**config.mk**
```make
export PLATFORM = sky130hd
export DESIGN_NAME = scaled_glyph_row_rasterizer_core
export DESIGN_NICKNAME = d
export VERILOG_FILES = /design/src/design/sgr_pkg.sv /design/src/design/scaled_glyph_row_rasterizer_core.sv /design/src/design/sgr_front.sv /design/src/design/sgr_queue.sv /design/src/design/sgr_back.sv
export SDC_FILE = /design/constraint.sdc
export NUM_CORES = 1
export LEC_CHECK = 0
export BUFFER_PORTS_ARGS = -buffer_cell sky130_fd_sc_hd__buf_4
export CORE_ASPECT_RATIO = 1.1
export CORE_UTILIZATION = 30
export CTS_CLUSTER_SIZE = 16
export DETAILED_ROUTE_END_ITERATION = 12
export PLACE_DENSITY_LB_ADDON = 0.15
export SLEW_MARGIN = 20
export SYNTH_ARGS = -nofsm -noshare
export SYNTH_HDL_FRONTEND = slang
export SYNTH_SLANG_ARGS = --single-unit
```
**constraint.sdc**
```tcl
create_clock -name clk_i -period 7.75 [get_ports clk_i]
set_clock_uncertainty 0.1 [all_clocks]
set_input_delay 1.9375 -clock clk_i [delete_from_list [all_inputs] [get_ports clk_i]]
set_output_delay 1.9375 -clock clk_i [all_outputs]
set_load 0.005 [all_outputs]
```
**src/design/sgr_pkg.sv**
```systemverilog
`default_nettype none
package sgr_pkg;

  localparam int unsigned GLYPH_SIZE  = 8;
  localparam int unsigned COL_W       = 3;
  localparam int unsigned QUEUE_DEPTH = 4;

  localparam logic [3:0]  MAX_SCALE = 4'd8;
  localparam logic [7:0]  LETTER_L  = 8'h6C;
  localparam logic [2:0]  FIX_ROW   = 3'd6;

  // Configuration register indexes
  typedef enum logic [2:0] {
    REG_SCALE  = 3'd0,
    REG_STRIDE = 3'd1,
    REG_DEPTH  = 3'd2,
    REG_FG     = 3'd3,
    REG_BG     = 3'd4
  } cfg_reg_e;

  typedef struct packed {
    logic [7:0] char_code;
    logic [2:0] row_index;
    logic [7:0] row_bits;
    logic [9:0] origin_x;
    logic [9:0] origin_y;
  } in_req_t;

  typedef struct packed {
    logic [20:0] pixel_index;
    logic [3:0]  run_length;
    logic [31:0] pixel_color;
    logic        last_run;
  } out_req_t;

  typedef struct packed {
    logic [3:0]  scale_factor;
    logic [10:0] line_stride;
    logic        pixel_depth;
    logic [31:0] fg_color;
    logic [31:0] bg_color;
  } cfg_t;

  // One classified row: bit c of a mask is glyph column c (column 0 leftmost)
  typedef struct packed {
    logic [GLYPH_SIZE-1:0] fg_cols;
    logic [GLYPH_SIZE-1:0] col_mask;
    logic [20:0]           base;
    logic [3:0]            scale;
  } job_t;

  function automatic logic [3:0] eff_scale(input logic [3:0] sf);
    logic [3:0] s;
    s = sf;
    if (sf == 4'd0) s = 4'd1;
    else if (sf > MAX_SCALE) s = MAX_SCALE;
    return s;
  endfunction

  // Lowest set column of a mask
  function automatic logic [COL_W-1:0] first_col(input logic [GLYPH_SIZE-1:0] m);
    logic [COL_W-1:0] c;
    c = '0;
    for (int i = GLYPH_SIZE - 1; i >= 0; i--) begin
      if (m[i]) c = COL_W'(i);
    end
    return c;
  endfunction

endpackage
`default_nettype wire

```
**src/design/scaled_glyph_row_rasterizer_core.sv**
```systemverilog
`default_nettype none
// Scaled glyph row rasterizer.
// Input channel (in_valid_i / in_stall_o / in_data_i): one request is one glyph row
// with its character code, row number and cell origin. Output channel
// (out_valid_o / out_stall_i / out_data_o): one request is one horizontal run
// (start pixel index, length, color); last_run marks the final run of a row.
// Config channel (cfg_valid_i / cfg_ready_o): always ready; write only while idle.
// Path: input register, row queue, run generator, registered output.
// Throughput: the run generator emits one run per cycle while the output is not stalled;
// a row gives scale x (drawn columns) runs, up to 64 at scale 8; a row with nothing to
// draw (transparent background, empty bits) is dropped and emits nothing.
// The input stage and a small row queue keep taking rows while runs drain.
// Reset restores the register defaults (scale 1, stride 320, 16-bit depth,
// white foreground, background 0xFF) and empties all stages.
// A stalled output holds its run; the generator waits, then the queue fills
// and finally in_stall_o rises.
module scaled_glyph_row_rasterizer_core #(
  parameter int unsigned QUEUE_DEPTH = sgr_pkg::QUEUE_DEPTH
) (
  input  wire logic              clk_i,
  input  wire logic              rst_ni,
  input  wire logic              in_valid_i,
  output logic                   in_stall_o,
  input  wire sgr_pkg::in_req_t  in_data_i,
  output logic                   out_valid_o,
  input  wire logic              out_stall_i,
  output sgr_pkg::out_req_t      out_data_o,
  input  wire logic              cfg_valid_i,
  output logic                   cfg_ready_o,
  input  wire logic [2:0]        cfg_index_i,
  input  wire logic [31:0]       cfg_data_i
);

  sgr_pkg::cfg_t cfg_q;
  sgr_pkg::job_t push_job, pop_job;
  logic          push, full, pop, job_valid;

  assign cfg_ready_o = 1'b1;

  always_ff @(posedge clk_i or negedge rst_ni) begin
    if (!rst_ni) begin
      cfg_q.scale_factor <= 4'd1;
      cfg_q.line_stride  <= 11'd320;
      cfg_q.pixel_depth  <= 1'b0;
      cfg_q.fg_color     <= 32'hFFFF_FFFF;
      cfg_q.bg_color     <= 32'h0000_00FF;
    end else if (cfg_valid_i && cfg_ready_o) begin
      unique case (sgr_pkg::cfg_reg_e'(cfg_index_i))
        sgr_pkg::REG_SCALE:  cfg_q.scale_factor <= cfg_data_i[3:0];
        sgr_pkg::REG_STRIDE: cfg_q.line_stride  <= cfg_data_i[10:0];
        sgr_pkg::REG_DEPTH:  cfg_q.pixel_depth  <= cfg_data_i[0];
        sgr_pkg::REG_FG:     cfg_q.fg_color     <= cfg_data_i;
        sgr_pkg::REG_BG:     cfg_q.bg_color     <= cfg_data_i;
        default: ;
      endcase
    end
  end

  sgr_front u_front (
    .clk_i      (clk_i),
    .rst_ni     (rst_ni),
    .cfg_i      (cfg_q),
    .in_valid_i (in_valid_i),
    .in_stall_o (in_stall_o),
    .in_data_i  (in_data_i),
    .push_o     (push),
    .push_job_o (push_job),
    .full_i     (full)
  );

  sgr_queue #(
    .DEPTH (QUEUE_DEPTH)
  ) u_queue (
    .clk_i      (clk_i),
    .rst_ni     (rst_ni),
    .push_i     (push),
    .push_job_i (push_job),
    .full_o     (full),
    .pop_i      (pop),
    .valid_o    (job_valid),
    .pop_job_o  (pop_job)
  );

  sgr_back u_back (
    .clk_i       (clk_i),
    .rst_ni      (rst_ni),
    .cfg_i       (cfg_q),
    .job_valid_i (job_valid),
    .job_i       (pop_job),
    .pop_o       (pop),
    .out_valid_o (out_valid_o),
    .out_stall_i (out_stall_i),
    .out_data_o  (out_data_o)
  );

endmodule
`default_nettype wire

```
**src/design/sgr_front.sv**
```systemverilog
`default_nettype none
module sgr_front (
  input  wire logic             clk_i,
  input  wire logic             rst_ni,
  input  wire sgr_pkg::cfg_t    cfg_i,
  input  wire logic             in_valid_i,
  output logic                  in_stall_o,
  input  wire sgr_pkg::in_req_t in_data_i,
  output logic                  push_o,
  output sgr_pkg::job_t         push_job_o,
  input  wire logic             full_i
);

  localparam int unsigned G = sgr_pkg::GLYPH_SIZE;

  logic                  a_valid_q, a_valid_d;
  logic [G-1:0]          a_fg_q;
  logic [G-1:0]          a_mask_q;
  logic [9:0]            a_ox_q;
  logic [10:0]           a_y0_q;
  logic [3:0]            a_scale_q;

  logic                  accept;
  logic [3:0]            s;
  logic [7:0]            bits;
  logic [G-1:0]          fg_cols;
  logic                  trans;
  logic [21:0]           prod;

  assign s = sgr_pkg::eff_scale(cfg_i.scale_factor);

  always_comb begin
    bits = in_data_i.row_bits;
    if (in_data_i.char_code == sgr_pkg::LETTER_L && in_data_i.row_index == sgr_pkg::FIX_ROW)
      bits[sgr_pkg::FIX_ROW] = 1'b0;
    // flip so that column 0 (the MSB) is bit 0
    for (int c = 0; c < G; c++) begin
      fg_cols[c] = bits[G-1-c];
    end
  end

  assign trans = cfg_i.pixel_depth ? (cfg_i.bg_color[7:0] == 8'd0) : !cfg_i.bg_color[0];

  assign push_o     = a_valid_q && !full_i;
  assign in_stall_o = a_valid_q && full_i;
  assign accept     = in_valid_i && !in_stall_o;

  always_comb begin
    a_valid_d = a_valid_q;
    if (accept) a_valid_d = 1'b1;
    else if (push_o) a_valid_d = 1'b0;
  end

  always_ff @(posedge clk_i or negedge rst_ni) begin
    if (!rst_ni) begin
      a_valid_q <= 1'b0;
    end else begin
      a_valid_q <= a_valid_d;
    end
  end

  always_ff @(posedge clk_i) begin
    if (accept) begin
      a_fg_q    <= fg_cols;
      a_mask_q  <= fg_cols | {G{!trans}};
      a_ox_q    <= in_data_i.origin_x;
      a_y0_q    <= 11'(in_data_i.origin_y) + 11'(s) * 11'(in_data_i.row_index);
      a_scale_q <= s;
    end
  end

  assign prod = a_y0_q * cfg_i.line_stride;

  always_comb begin
    push_job_o.fg_cols  = a_fg_q;
    push_job_o.col_mask = a_mask_q;
    push_job_o.base     = prod[20:0] + 21'(a_ox_q);
    push_job_o.scale    = a_scale_q;
  end

endmodule
`default_nettype wire

```
**src/design/sgr_queue.sv**
```systemverilog
`default_nettype none
module sgr_queue #(
  parameter int unsigned DEPTH = sgr_pkg::QUEUE_DEPTH
) (
  input  wire logic          clk_i,
  input  wire logic          rst_ni,
  input  wire logic          push_i,
  input  wire sgr_pkg::job_t push_job_i,
  output logic               full_o,
  input  wire logic          pop_i,
  output logic               valid_o,
  output sgr_pkg::job_t      pop_job_o
);

  localparam int unsigned PTR_W = (DEPTH > 1) ? $clog2(DEPTH) : 1;
  localparam int unsigned CNT_W = $clog2(DEPTH + 1);

  sgr_pkg::job_t      mem [DEPTH];
  logic [PTR_W-1:0]   wr_q, rd_q;
  logic [CNT_W-1:0]   cnt_q;
  logic               do_push, do_pop;

  assign full_o    = (cnt_q == CNT_W'(DEPTH));
  assign valid_o   = (cnt_q != '0);
  assign pop_job_o = mem[rd_q];
  assign do_push   = push_i && !full_o;
  assign do_pop    = pop_i && valid_o;

  function automatic logic [PTR_W-1:0] inc(input logic [PTR_W-1:0] p);
    return (p == PTR_W'(DEPTH - 1)) ? '0 : p + PTR_W'(1);
  endfunction

  always_ff @(posedge clk_i or negedge rst_ni) begin
    if (!rst_ni) begin
      wr_q  <= '0;
      rd_q  <= '0;
      cnt_q <= '0;
    end else begin
      if (do_push) wr_q <= inc(wr_q);
      if (do_pop) rd_q <= inc(rd_q);
      if (do_push && !do_pop) cnt_q <= cnt_q + CNT_W'(1);
      else if (do_pop && !do_push) cnt_q <= cnt_q - CNT_W'(1);
    end
  end

  always_ff @(posedge clk_i) begin
    if (do_push) mem[wr_q] <= push_job_i;
  end

endmodule
`default_nettype wire

```
**src/design/sgr_back.sv**
```systemverilog
`default_nettype none
module sgr_back (
  input  wire logic          clk_i,
  input  wire logic          rst_ni,
  input  wire sgr_pkg::cfg_t cfg_i,
  input  wire logic          job_valid_i,
  input  wire sgr_pkg::job_t job_i,
  output logic               pop_o,
  output logic               out_valid_o,
  input  wire logic          out_stall_i,
  output sgr_pkg::out_req_t  out_data_o
);

  localparam int unsigned G = sgr_pkg::GLYPH_SIZE;
  localparam int unsigned CW = sgr_pkg::COL_W;

  logic              busy_q, busy_d;
  logic [G-1:0]      mask_q, mask_d;
  logic [G-1:0]      fg_q, fg_d;
  logic [20:0]       base_q, base_d;
  logic [3:0]        scale_q, scale_d;
  logic [CW-1:0]     col_q, col_d;
  logic [2:0]        v_q, v_d;
  logic [20:0]       idx_q, idx_d;
  logic              oval_q, oval_d;
  sgr_pkg::out_req_t out_q, out_d;

  logic              advance, last_v, last, done, load;
  logic [G-1:0]      mask_rem;
  logic [CW-1:0]     nc, lc;
  logic [31:0]       fg_c, bg_c;

  assign fg_c = cfg_i.pixel_depth ? cfg_i.fg_color : {16'd0, cfg_i.fg_color[15:0]};
  assign bg_c = cfg_i.pixel_depth ? cfg_i.bg_color : {16'd0, cfg_i.bg_color[15:0]};

  assign advance  = busy_q && (!oval_q || !out_stall_i);
  assign last_v   = ({1'b0, v_q} == scale_q - 4'd1);
  assign mask_rem = mask_q & ~(G'(1) << col_q);
  assign last     = last_v && (mask_rem == '0);
  assign done     = advance && last;
  assign load     = job_valid_i && (!busy_q || done);
  assign pop_o    = load;
  assign nc       = sgr_pkg::first_col(mask_rem);
  assign lc       = sgr_pkg::first_col(job_i.col_mask);

  always_comb begin
    busy_d  = busy_q;
    mask_d  = mask_q;
    fg_d    = fg_q;
    base_d  = base_q;
    scale_d = scale_q;
    col_d   = col_q;
    v_d     = v_q;
    idx_d   = idx_q;
    if (advance) begin
      if (last) begin
        busy_d = 1'b0;
      end else if (last_v) begin
        // next emitted column, first line
        mask_d = mask_rem;
        col_d  = nc;
        v_d    = 3'd0;
        idx_d  = base_q + 21'(scale_q) * 21'(nc);
      end else begin
        v_d   = v_q + 3'd1;
        idx_d = idx_q + 21'(cfg_i.line_stride);
      end
    end
    if (load) begin
      // a row with nothing to draw just drops out
      busy_d  = (job_i.col_mask != '0);
      mask_d  = job_i.col_mask;
      fg_d    = job_i.fg_cols;
      base_d  = job_i.base;
      scale_d = job_i.scale;
      col_d   = lc;
      v_d     = 3'd0;
      idx_d   = job_i.base + 21'(job_i.scale) * 21'(lc);
    end
  end

  always_comb begin
    oval_d = oval_q && out_stall_i;
    out_d  = out_q;
    if (advance) begin
      oval_d            = 1'b1;
      out_d.pixel_index = idx_q;
      out_d.run_length  = scale_q;
      out_d.pixel_color = fg_q[col_q] ? fg_c : bg_c;
      out_d.last_run    = last;
    end
  end

  always_ff @(posedge clk_i or negedge rst_ni) begin
    if (!rst_ni) begin
      busy_q <= 1'b0;
      oval_q <= 1'b0;
    end else begin
      busy_q <= busy_d;
      oval_q <= oval_d;
    end
  end

  always_ff @(posedge clk_i) begin
    mask_q  <= mask_d;
    fg_q    <= fg_d;
    base_q  <= base_d;
    scale_q <= scale_d;
    col_q   <= col_d;
    v_q     <= v_d;
    idx_q   <= idx_d;
    out_q   <= out_d;
  end

  assign out_valid_o = oval_q;
  assign out_data_o  = out_q;

endmodule
`default_nettype wire
```
==> After elaboration in Yosys (flattened, before gate mapping) <==
Memory sizes are Yosys's and may differ from the RTL's.
Index checks and enable logic that the tools add are counted.
{ "word_totals": {"register_bits": 257, "ram_bits": 164, "in_bits": 79, "out_inout_bits": 61, "elab_cells": 155, "memories": 1} }
{ "mem_list": {"columns": ["name", "depth", "width", "read_ports", "rd_ports_with_merged_regs", "wr", "line", "rtl"], "rows": [
  ["u_queue.mem", 4, 41, 1, 0, 1, "sgr_queue.sv:18", "sgr_pkg::job_t mem [DEPTH];"]
]} }
{ "op_classes": {"addsub": 11, "n_mul": 4, "magnitude_cmp": 2, "n_eq_ne": 11, "n_shift": 1, "n_mux": 50, "n_bitwise": 4, "reduce_logical": 44} }
{ "op_table": {"columns": ["operator", "n"], "rows": [
  ["$mux 32", 3],
  ["$mux 21", 4],
  ["$mux 3", 23],
  ["$add 21x7->21", 2],
  ["$mux 8", 4],
  ["$add 21x10->21", 1],
  ["$add 21x11->21", 1],
  ["$mul 11x11->21", 1],
  ["$mul 4x3->7", 3],
  ["$logic_not 8->1", 2],
  ["$reduce_and 2->1", 8],
  ["$logic_and 1x1->1", 13],
  ["$add 10x7->11", 1],
  ["$mux 1", 11],
  ["$reduce_bool 2->1", 5],
  ["$eq 3x3->1 const B", 3],
  ["$logic_not 1->1", 9],
  ["$and 8x8->8", 1],
  ["$eq 8x7->1 const B", 1],
  ["$mux 4", 2],
  ["$not 8->8", 1],
  ["$or 8x8->8", 1],
  ["$reduce_bool 8->1", 1],
  ["$shl 1x3->8 const A", 1],
  ["19 further kinds", 25]
]} }

==> Longest topological paths before layout <==
{ "logic_depth": {"ltp_word": 17, "ltp_mapped": 21, "depth_no_buf": 19} }

==> Hierarchy <==
From an unflattened synthesis, not the netlist that was laid out.
{ "hier_totals": {"cells_unflattened": 1756, "area_unflattened_um2": 23612.6} }
{ "modules_own_cells": {"columns": ["mod", "n_inst", "cells_per_inst", "area_each_um2", "seq_area_each_um2"], "rows": [
  ["sgr_back", 1, 694, 7756.2, 3803.6],
  ["sgr_queue", 1, 252, 6433.7, 5099.9],
  ["sgr_front", 1, 635, 6174.7, 1256.2],
  ["scaled_glyph_row_rasterizer_core", 1, 175, 3248.1, 2055.7]
]} }

==> Least setup slack after synthesis <==
OpenSTA, ideal clock, no wires.
{ "synth_timing": {"kind": "input-to-reg", "startpoint": "input port out_stall_i", "endpoint": "register u_back.col_q[0], enable pin", "setup_ns": 0.394, "arrival_ns": 6.257, "required_time_ns": 7.256, "slack_ns": 0.999, "stages": 3, "n_path_buf": 0, "path_cell_list": "a21oi_1 -> nand2_1 -> o21ai_0"} }
{ "synth_via": {"elab_chain_cells": 8, "elab_cells_between_ends": 10, "classes_between": "1 x eq/ne; 9 x reduce/logical"} }
{ "synth_rtl": {"columns": ["element", "line", "rtl"], "rows": [
  ["start, declared", "scaled_glyph_row_rasterizer_core.sv:26", "input wire logic out_stall_i,"],
  ["$logic_not 1->1 (*)", "sgr_back.sv:36", "assign advance = busy_q && (!oval_q || !out_stall_i);"],
  ["$logic_or 1x1->1 (*)", "sgr_back.sv:36", null],
  ["$logic_and 1x1->1 (*)", "sgr_back.sv:36", null],
  ["$logic_and 1x1->1", "sgr_back.sv:40", "assign done = advance && last;"],
  ["$logic_or 1x1->1", "sgr_back.sv:41", "assign load = job_valid_i && (!busy_q || done);"],
  ["$logic_and 1x1->1", "sgr_back.sv:41", null],
  ["$ne 2x2->1 (no line) or $reduce_bool 2->1 (tied branches)", null, null],
  ["$reduce_and 3->1 (no line) (*)", null, null],
  ["end signal, assigned", "sgr_back.sv:109", "col_q <= col_d;"],
  ["end, declared", "sgr_back.sv:22", "logic [CW-1:0] col_q, col_d;"]
]} }
Mark *: on every way between the ends. The rest lies on a longest branch, timed or not.
A chain may end at the register's enable or synchronous reset.

==> flow_metrics.py <==
metrics = {
    "setup_path": {
        "worstPathArrival_ns": 6.18,
        "worstSetupEndpointType": "flop",
        "crit_type": "reg -> reg",
        "r2r_slack_ns": 1.71,
        "cp_data_required_time_ns": 7.90,
        "r2r_end": "u_queue.mem[0][23]",
        "r2r-start": "cfg_q[67]",
        "r2r_cells": 17,
        "crit_fanout": 13,
        "worstSetupStartpointType": "flop",
    },
    "synthesis": {
        "syn_avg_cell_area_um2": 13.33,
        "syn_area_mm2": 0.02318,
        "synth_cells": 1739,
        "async_reset_ff_frac": 0.2138,
        "yosys_warnings": 0,
        "synth_cell_type_count": 74,
        "synth_nets": 2037,
        "ys_ff_latch": 421,
        "synthFlopType": "edfxtp_1",
        "synth-edff-count": 328,
        "seq_area_frac_synth": 0.5269,
    },
    "floorplan": {
        "die_x_um": 267.1,
        "die_area_mm2": 0.07840,
        "design.core.area_mm2": 0.07626,
        "rows": 106,
        "io_pins": 140,
        "die_h_um": 293.6,
        "initial_core_util": 0.3040,
    },
    "detailed_routing": {
        "wl_met1_um": 24320,
        "drt_iter0_markers": 791,
        "routed_wl_um": 55430,
        "maxUsedRoutingLayer": "met4",
        "wl_met2_um": 27940,
        "antenna_left": 0,
        "routedWlPerCell_um": 18.78,
        "viasPerCell": 4.615,
        "via_count": 13620,
        "wl_met3_um": 1746,
        "drc": 0,
        "dr.pass1.iters": 7,
    },
    "placed_design": {
        "finalWeightedCongestion": 0.7905,
        "dpl.hpwl_um": 40320,
        "io_buffers": 138,
    },
    "cts": {
        "numCtsBuffers": 49,
        "cts_root_buf": "clkbuf_16",
        "clk_pin_slew_ns": 0.06,
        "cts_buffer_depth": 3,
        "post_cts_buffers": 0,
        "htreeDepth": 2,
        "cts_resized": 0,
        "cts_sinks": 421,
        "clkLatencyLatePin_ns": 0.59,
        "cts_tree": "done",
        "hold_buffers": 0,
    },
    "layout": {
        "fillCellCount": 7429,
        "final_common_cell": "edfxtp_1",
        "syn2layout_area_growth_pct": 16.43,
        "finalCoreUtilization": 0.3540,
        "nNetsFinal": 2183,
        "mostFrequentLayoutCells": "328 x edfxtp_1, 187 x inv_1, 155 x buf_4, 147 x nand2_1, 112 x fa_1",
        "final_layout_size_suffix_gt1_frac": 0.2302,
    },
    "global_route": {
        "grt_pass1_wl_um": 86350,
        "grt.total_usage": 0.1444,
        "antenna_found_initial": 0,
        "grt_pass1_vias": 14650,
        "overflow": 0,
        "grt_max_degree": 83,
    },
    "sta": {
        "hold_viol_final": 0,
        "fin_crit_sh": 0.7789,
        "rsz0062_at_grt": "no",
        "worst_pin_slew_ns": 0.9899,
        "min_period_ns": 6.036,
        "tns_ns": 0,
        "final-setup-viol-count": 0,
        "fmaxAchievable_ghz": 0.1657,
        "drv_slew": 0,
        "maxSlewHeadroom": 0.3401,
    },
    "hold_path": {
        "hp-class": "reg -> reg",
        "hp-start": "u_back.idx_q[19]",
        "min_to": "u_back.out_data_o[56]",
        "min_path_cells": 0,
    },
    "run": {
        "drv_cap": 0,
    },
    "run_status": {
        "status": "complete, no violations",
    },
}
==> through the flow <==
stage	setup slack, ns	cells	hold slack [ns]	cell area (µm²)
2_1_floorplan	0.9991	1739	0.3264	23180
4_1_cts	1.753	2950	0.3495	26990
3_3_place_gp	1.947	2860	0.3442	25340
5_1_grt	1.312	2950	0.3650	26990
3_5_place_dp	1.797	2860	0.3447	25340
6_report	1.714	2951	0.3562	26990
==> layer usage <==
metal / global-route usage / up-vias
met4: 0.04275 / 0
met3: 0.01986 / 68
li1: - / 6391
met1: 0.1855 / 6952
met5: 0 / -
met2: 0.2513 / 208
==> cells by family after synthesis <==
logic type      count (synthesis)  synth area share
other cells                     1         0.0001617
xor+xnor                       79           0.02984
fa+ha+maj                     219            0.1545
compound gates                176           0.04857
buf+inv                       248           0.04490
flops                         421            0.5269
mux                           179            0.1065
simple gates                  416           0.08867
==> critical path: stages (launching register included) <==
cell,delay (ns)
dfrtp_1,0.63
nand2_1,0.15
fa_1,0.55
inv_1,0.05
fa_1,0.49
inv_1,0.05
fa_1,0.53
inv_1,0.05
fa_1,0.49
fa_1,0.41
ha_1,0.37
a21o_1,0.21
a21oi_1,0.14
nand2_1,0.09
o211ai_1,0.26
nand3b_1,0.17
mux2i_1,0.14
a2111oi_0,0.79
==> synthesized netlist by cell type, types with 4 or more instances <==
library cell  instances  area [µm²]
edfxtp_1            328        9849
inv_1               187       701.9
nand2_1             148       555.5
fa_1                112        2242
ha_1                107        1339
mux2_2               97        1092
and2_1               79       494.2
nor2_1               64       240.2
o21ai_0              49       245.2
dfrtp_1              47        1176
a21oi_1              44       220.2
dfstp_2              43        1130
mux4_2               43       968.4
xnor2_1              41       359.1
xor2_1               38       332.8
mux2i_1              36       360.4
clkbuf_1             32       120.1
nor2b_1              27       168.9
nand3_1              22       110.1
nand2b_1             17       106.4
nor3_1               16       80.08
a211oi_1             15       112.6
a21o_1               13       97.59
buf_2                11       55.05
nand4_1              10       62.56
buf_4                 8       60.06
o211ai_1              8       60.06
o21bai_1              7       52.55
a31oi_1               6       37.54
and3_1                6       37.54
o21a_1                6       45.04
a41oi_1               4       35.03
or2_2                 4       25.02
==> registers in the layout (all words and copies together) (netlist names), 4 cells and up <==
name,flops
cfg_q,80
u_back.base_q,21
u_back.fg_q,8
u_back.idx_q,21
u_back.mask_q,8
u_back.out_data_o,58
u_back.scale_q,4
u_front.a_fg_q,8
u_front.a_mask_q,8
u_front.a_ox_q,10
u_front.a_scale_q,4
u_front.a_y0_q,11
u_queue.mem,164
==> final cells by class <==
| class | instances | area, µm² | area share |
|---|---|---|---|
| antenna | 1 | 2.502 | 0.00009270 |
| clock buffer | 65 | 1431 | 0.05303 |
| clock inverter | 25 | 219.0 | 0.008112 |
| inverter | 188 | 710.7 | 0.02633 |
| multi-input combinational | 1070 | 9966 | 0.3692 |
| sequential | 421 | 12220 | 0.4526 |
| tap | 1026 | 1284 | 0.04756 |
| timing repair buffer | 155 | 1164 | 0.04311 |
==> worst max-delay path by stage <==
stage	startpoint	endpoint	slack (ns)	cells after the start
floorplan	out_stall_i	u_back.col_q[0]	1.0	3
global placement	cfg_q[67]	u_queue.mem[0][23]	1.95	17
detailed placement	cfg_q[67]	u_queue.mem[0][23]	1.80	17
CTS	cfg_q[67]	u_queue.mem[0][23]	1.75	17
global route	cfg_q[67]	u_queue.mem[2][23]	1.31	17
finish	cfg_q[67]	u_queue.mem[0][23]	1.71	17
Power is not shown: default switching activity piles up to over one toggle a cycle in this logic, so the estimate is an artifact.
